==> src/lqe_pkg.sv <==
package lqe_pkg;

  // Table size default; the neighbour field reaches 256 entries at most
  localparam int NEIGHBOURS_DEF = 256;
  localparam int NB_REACH       = 256;

  // Field widths
  localparam int OP_W        = 2;
  localparam int NB_W        = 8;
  localparam int SINR_W      = 16;
  localparam int FRAMES_W    = 32;
  localparam int RATIO_W     = 17;
  localparam int QUAL_W      = 7;
  localparam int CFG_INDEX_W = 4;
  localparam int CFG_DATA_W  = 16;
  localparam int IN_TDATA_W  = 96;
  localparam int OUT_TDATA_W = 8;

  // Divider geometry
  localparam int DIV_W       = 33;
  localparam int STEP_W      = 5;
  localparam int SCALED_W    = 24;

  // Op codes
  localparam logic [OP_W-1:0] OP_ADD    = 2'd0;
  localparam logic [OP_W-1:0] OP_REMOVE = 2'd1;
  localparam logic [OP_W-1:0] OP_REPORT = 2'd2;

  // Register indexes
  localparam logic [CFG_INDEX_W-1:0] REG_SINR_FLOOR   = 4'd0;
  localparam logic [CFG_INDEX_W-1:0] REG_SINR_CEILING = 4'd1;

  localparam logic [SINR_W-1:0] SINR_FLOOR_RST   = 16'd0;
  localparam logic [SINR_W-1:0] SINR_CEILING_RST = 16'd5120;
  localparam logic [SINR_W-1:0] SINR_LOWEST      = 16'h8000;
  localparam logic [SINR_W:0]   THREE_DB         = 17'd768;
  localparam logic [QUAL_W-1:0] QUAL_FULL        = 7'd100;
  localparam logic [7:0]        PERCENT          = 8'd100;

  localparam logic [STEP_W-1:0] STEPS_RATIO = 5'd17;
  localparam logic [STEP_W-1:0] STEPS_QUAL  = 5'd7;

  typedef enum logic [3:0] {
    ST_CLEAR,
    ST_IDLE,
    ST_LOOKUP,
    ST_RATIO,
    ST_QPREP,
    ST_QSCALE,
    ST_QCHECK,
    ST_QDIV,
    ST_DONE
  } state_t;

  typedef struct packed {
    logic               valid;
    logic [SINR_W-1:0]  sinr;
    logic [RATIO_W-1:0] ratio;
  } entry_t;

  typedef struct packed {
    logic            en;
    logic [NB_W-1:0] addr;
    entry_t          data;
  } tbl_wr_t;

  typedef struct packed {
    logic               start;
    logic [DIV_W-1:0]   rem_init;
    logic [DIV_W-1:0]   divisor;
    logic [RATIO_W-1:0] stream;
    logic [STEP_W-1:0]  steps;
  } div_req_t;

  typedef struct packed {
    logic               done;
    logic [RATIO_W-1:0] quot;
  } div_rsp_t;

endpackage

==> src/lqe_div.sv <==
// Restoring divider, one quotient bit per cycle. Dividend bits shift in
// MSB first from stream; remainder must start below the divisor.
module lqe_div (
  input  logic              clk,
  input  logic              rst,
  input  lqe_pkg::div_req_t req,
  output lqe_pkg::div_rsp_t rsp
);

  logic [lqe_pkg::DIV_W-1:0]   rem;
  logic [lqe_pkg::DIV_W-1:0]   divisor;
  logic [lqe_pkg::RATIO_W-1:0] stream;
  logic [lqe_pkg::RATIO_W-1:0] quot;
  logic [lqe_pkg::STEP_W-1:0]  steps_left;
  logic                        busy;
  logic                        done;

  logic [lqe_pkg::DIV_W:0]     rem_sh;
  logic [lqe_pkg::DIV_W:0]     rem_sub;
  logic                        fits;

  assign rem_sh  = {rem, stream[lqe_pkg::RATIO_W-1]};
  assign rem_sub = rem_sh - {1'b0, divisor};
  assign fits    = rem_sh >= {1'b0, divisor};

  always_ff @(posedge clk) begin
    if (rst) begin
      busy       <= 1'b0;
      done       <= 1'b0;
      steps_left <= '0;
    end else begin
      done <= 1'b0;
      if (req.start) begin
        busy       <= 1'b1;
        steps_left <= req.steps;
      end else if (busy) begin
        steps_left <= steps_left - 1'b1;
        if (steps_left == lqe_pkg::STEP_W'(1)) begin
          busy <= 1'b0;
          done <= 1'b1;
        end
      end
    end
  end

  always_ff @(posedge clk) begin
    if (req.start) begin
      rem     <= req.rem_init;
      divisor <= req.divisor;
      stream  <= req.stream;
      quot    <= '0;
    end else if (busy) begin
      rem    <= fits ? rem_sub[lqe_pkg::DIV_W-1:0] : rem_sh[lqe_pkg::DIV_W-1:0];
      stream <= {stream[lqe_pkg::RATIO_W-2:0], 1'b0};
      quot   <= {quot[lqe_pkg::RATIO_W-2:0], fits};
    end
  end

  assign rsp.done = done;
  assign rsp.quot = quot;

endmodule

==> config.mk <==
export PLATFORM = sky130hd
export DESIGN_NAME = lqe_div
export DESIGN_NICKNAME = d
export VERILOG_FILES = /design/src/lqe_pkg.sv /design/src/lqe_div.sv
export SDC_FILE = /design/constraint.sdc
export NUM_CORES = 1
export LEC_CHECK = 0
export ABC_AREA = 1
export ABC_CLOCK_PERIOD_IN_PS = 4700
export BUFFER_PORTS_ARGS = -buffer_cell sky130_fd_sc_hd__buf_2
export CAP_MARGIN = 20
export CORE_UTILIZATION = 40
export DETAILED_ROUTE_END_ITERATION = 10
export PLACE_DENSITY = 0.68
export SYNTH_ARGS = -nofsm -noshare
export SYNTH_HDL_FRONTEND = slang
export SYNTH_SLANG_ARGS = --single-unit
export TNS_END_PERCENT = 1
==> constraint.sdc <==
create_clock -name clk -period 4.7 [get_ports clk]
set_input_delay 0.235 -clock clk [delete_from_list [all_inputs] [get_ports clk]]
set_output_delay 0.235 -clock clk [all_outputs]
set_load 0.05 [all_outputs]
After elaboration in Yosys (flattened, before gate mapping):

Cells that the tools add are included.

* mux-type cells: 11
* magnitude comparators: 1
* add/subtract/negate cells: 2
* eq/ne operators: 1
* bitwise logic cells: 1
* reduce and logical (&&, ||, !) cells: 2

Operator list (count)
* $mux 33: 3
* $ge 34x33->1: 1
* $mux 17: 2
* $sub 33x33->33: 1
* $mux 5: 2
* $eq 5x1->1 const B: 1
* $sub 5x1->5 const B: 1
* $mux 1: 4
* $reduce_or 3->1: 1
* $reduce_bool 2->1: 1
* $not 1->1: 1

* input bits: 91
* flip-flop bits (word level): 107
* logic and storage cells: 25
* output and inout bits: 18

Longest topological paths before layout:

* depth in word-level cells: 4
* gate-level depth with buffers: 17
* gate-level depth less buffers: 17

Worst setup path before layout:

No wires, ideal clock.

* kind: register to register
* start: reg busy
* end: reg rem[0] (netlist name) (enable)
* required time: 4266 ps
* clock period less this slack: 2461 ps
* cell stages (with the launch flop): 4
* slack: 2239 ps
* arrival time: 2027 ps
* library setup time: 434 ps
* cell sequence: dfxtp_1 > nor2_1 > inv_1 > clkbuf_1

* word-level cells in the longest chain between the ends: 1

Ends and longest elaborated chain
* start, declared: line lqe_div.sv:15 `logic busy;`
* start signal, assigned: line lqe_div.sv:28 `busy <= 1'b0;`
* start signal, assigned: line lqe_div.sv:34 `busy <= 1'b1;`
* start signal, assigned: line lqe_div.sv:39 `busy <= 1'b0;`
* $reduce_bool 2->1 (no source line)
* end signal, assigned: line lqe_div.sv:48 `rem <= req.rem_init;`
* end signal, assigned: line lqe_div.sv:53 `rem <= fits ? rem_sub[lqe_pkg::DIV_W-1:0] : rem_sh[lqe_pkg::DIV_W-1:0];`
* end, declared: line lqe_div.sv:10 `logic [lqe_pkg::DIV_W-1:0] rem;`

No other way between the ends.
A chain may end at the register's enable or synchronous reset.

Worst setup path after layout:

* start: reg rem[15] (netlist name)
* end: reg rem[2] (netlist name) (data pin)

* word-level cells in the longest chain between the ends: 4

Ends and longest elaborated chain
* $ge 34x33->1: line lqe_div.sv:24 `assign fits = rem_sh >= {1'b0, divisor};`
* $mux 33: line lqe_div.sv:53
* $mux 33: line lqe_div.sv:52 `end else if (busy) begin`
* $mux 33: line lqe_div.sv:47 `if (req.start) begin`

No other way between the ends. The select of a mux whose other input is x is not followed.

==> run_results.csv <==
group,metric,value,unit
outcome,status,"finished clean",
clocking,cts_hold_buf,0,
yosys,yosysWarnings,0,
worst_setup_path,cp-end-kind,"register",
global_routing,grt_max_degree,90,
flow_run,cap_violations,0,
yosys,synth_top_area_share,0.346,
clocking,post_cts_resized,0,
worst_setup_path,arrival,2.93,ns
floorplan,placementRows,48,
global_routing,met3_usage,0.0440,
yosys,synth_compound_area_frac,0.0375,
floorplan,ioPinCount,109,
placed_design,dp_hpwl,13.0,mm
yosys,synth_mux_area_frac,0,
placed_design,placed_area,0.00794,mm2
clocking,h-tree-depth,3,
clocking,clockBufferDepth,2,
floorplan,dieWidth,136,um
worst_setup_path,crit_top_cell,"nand2_1",
sta,worst_pin_slew,0.926,ns
global_routing,grt-busiest-layer,"met2",
routing,ant_nets,0,
global_routing,antenna_found_initial,0,
sta,drv_slew,0,
yosys,ys_seq_area_frac,0.412,
global_routing,grt_pass1_wl,28.9,mm
worst_setup_path,critPathTopFamily,"simple AND/OR/NAND/NOR gates",
global_routing,overflow,0,
worst_setup_path,cp-startpoint,"rem[15]",
sta,fin_crit_sh,0.596,
yosys,synth_enable_flop_cells,83,
clocking,clk_latency,0.37,ns
placed_design,post-place-cells,1322,
yosys,avgSynthCellArea,7.14,um2
worst_setup_path,crit_path_cell_trace,"ha_1 > nand2_1 > nor2_1 > nand2_1 > nand2_1 > inv_1 > nand2_2 > nand2_4 > nand2_4 > o21ai_0 > nand3_1 > nand2_1",
yosys,ys_top_cells_by_area,"edfxtp_1 (35%), nand2_1 (21%), inv_1 (10%), dfxtp_1 (6.7%), ha_1 (6.1%)",
worst_setup_path,critPathMaxStageDelay,0.47,ns
clocking,post-cts-setup-buffers,0,
sta,rsz0062_at_grt,"false",
power_and_ir_drop,seqPwrFrac,0.360,
sta,setup_tns,0,ns
clocking,numCtsBuffers,9,
global_routing,grt.total_usage,0.201,
routing,drt_wl_total,17.6,mm
power_and_ir_drop,peakVddDrop,204,uV
power_and_ir_drop,intPower,2.03,mW
power_and_ir_drop,power_density,408,mW/mm2
power_and_ir_drop,p_sw_frac,0.396,
worst_setup_path,endpoint,"rem[2]",
routing,vias_per_cell,4.65,
worst_setup_path,rr_startpoint,"rem[15]",
placed_design,place.gp.congestion,0.948,
yosys,synth_top_area_cell,"edfxtp_1",
yosys,synthSimpleGateAreaFrac,0.347,
layout,final_area,0.00825,mm2
power_and_ir_drop,switchingPower,1.33,mW
worst_setup_path,crit_type,"reg2reg",
yosys,yosysUniqueCellTypes,35,
power_and_ir_drop,p_leak,4.40,nW
layout,diodes,0,
yosys,synth_seq_cells,107,
sta,clock_skew,0.0191,ns
routing,drt_iter0_markers,340,
layout,drive_above_1_share,0.129,
sta,fin_crit,2.80,ns
floorplan,dieArea,0.0186,mm2
global_routing,grt_pass1_vias,5842,
worst_setup_path,path_buf_inv,1,
sta,max_freq,357,MHz
layout,syn_to_final_growth,14.4,%
yosys,synth.most_common_cell,"nand2_1",
global_routing,grt_util_met1,0.275,
worst_setup_path,slowest_stage,"nand2_4",
floorplan,initial_core_util,0.413,
routing,drc_errors,0,
clocking,cts_tree,"done",
yosys,netlist_area,0.00721,mm2
yosys,synth_adder_area_share,0.0635,
yosys,postSynthCellCount,1010,
worst_setup_path,ff2ff_path_depth,12,
worst_setup_path,start_kind,"register",
sta,max_slew_margin,0.383,
yosys,synth-xor-area-share,0.0206,
layout,fin_nets,1235,
global_routing,grtUsageMet2,0.316,
yosys,yosys_most_used_dff,"edfxtp_1",
clocking,path_clk_slew,0.09,ns
sta,finalSetupViolCount,0,
layout,nFillCells,1785,
routing,drt_pass1_iterations,5,
layout,fin_cells,1338,
worst_setup_path,crit_required,4.83,ns
min_path,worstHoldPathCells,1,
power_and_ir_drop,clkPwrFrac,0.243,
layout,final_core_util,0.472,
worst_setup_path,rr_endpoint,"rem[2]",
floorplan,core,0.0175,mm2
clocking,clock_sinks,107,
min_path,min_path_type,"in2reg",
sta,hold_viol,0,
floorplan,fp.dieH,136,um
yosys,synthTopCellsByCount,"nand2_1 (412), inv_1 (192), edfxtp_1 (83)",
placed_design,port_buffers,108,
worst_setup_path,cp_max_fo,34,
yosys,synthesis.nets,1137,
power_and_ir_drop,comb_power_share,0.397,
clocking,cts_root_buf,"clkbuf_16",
worst_setup_path,r2r_slack,1.90,ns
routing,vias,6217,
routing,wl_per_cell,13.2,um
yosys,synth_top_family_by_area,"simple AND/OR/NAND/NOR gates",
worst_setup_path,crit_cells,12,
yosys,synthArstFlopShare,0,
[power by group through the flow]
| stage | clock [mW] | combinational [mW] | sequential [mW] |
|---|---|---|---|
| 2_1_floorplan | 0 | 1.02 | 1.22 |
| 3_5_place_dp | 0 | 1.33 | 1.23 |
| 6_report | 0.818 | 1.34 | 1.21 |
| 4_1_cts | 0.837 | 1.33 | 1.21 |
| 5_1_grt | 0.876 | 1.53 | 1.22 |
| 3_3_place_gp | 0 | 1.32 | 1.23 |
[cell type report]
cell class                 count  area, um2  area share
clock inverter                 7       88.8      0.0108
clock buffer                   9        225      0.0273
timing repair buffer         112        573      0.0695
inverter                     194        728      0.0883
sequential                   107       2970       0.360
multi-input combinational    684       3380       0.410
tap                          225        282      0.0341
[cell usage in the layout, fill, tap and decap left out, types with 2 or more instances in the layout]
cell type  Yosys  routed
buf_2          8     107
nand4_1        3       3
nand2_1      412     412
a31oi_1        2       2
nand2_4        2       2
o22ai_1       15      15
xnor2_1       12      12
nor2_2         4       4
o21ai_0        7       7
nor3_1         7       7
inv_1        192     191
dfxtp_1       24      24
nor2_1        44      44
inv_2          2       3
a21oi_1       18      18
clkinv_8       0       2
xor2_1         5       5
ha_1          35      35
nand3b_1      39      39
nand3_2        2       2
nand3_1       60      60
edfxtp_1      83      83
clkbuf_16      0       9
buf_4          1       5
inv_8          0       3
o21bai_1       2       2
nand2_2        2       2
and2_1         6       6
[how the worst min path moves through the flow]
stage	start	to
floorplan	rst	steps_left[2]
detailed placement	req[40]	divisor[18]
finish	req[44]	divisor[22]
global route	req[37]	divisor[15]
global placement	req[54]	divisor[32]
CTS	req[53]	divisor[31]
[kinds of logic (layout without fill, tap and decap cells)]
logic type | count (synthesis) | after routing
xor+xnor | 17 | 17
flops | 107 | 107
compound gates | 47 | 47
fa+ha+maj | 36 | 36
buf+inv | 219 | 322
simple gates | 584 | 584
[metal layers]
layer / vias to the layer above / part of all wire
li1: 3333 / -
met1: 2739 / 0.49
met2: 133 / 0.43
met3: 12 / 0.063
met4: 0 / 0.012
met5: - / 0
[flip-flops by register name, indices dropped and copies added (netlist names)]
name / flops
stream: 17
done: 1
divisor: 33
rem: 33
steps_left: 5
busy: 1
quot: 17
[through the flow]
| stage | hold WS (ns) | power (mW) | worst slack, ns |
|---|---|---|---|
| floorplan | 0.304 | 2.25 | 2.24 |
| global placement | 0.413 | 2.55 | 1.91 |
| detailed placement | 0.413 | 2.56 | 1.91 |
| CTS | 0.0243 | 3.38 | 1.89 |
| global route | 0.0191 | 3.63 | 1.65 |
| finish | 0.0327 | 3.37 | 1.90 |
No activity file was read; power rests on OpenSTA's default activity.
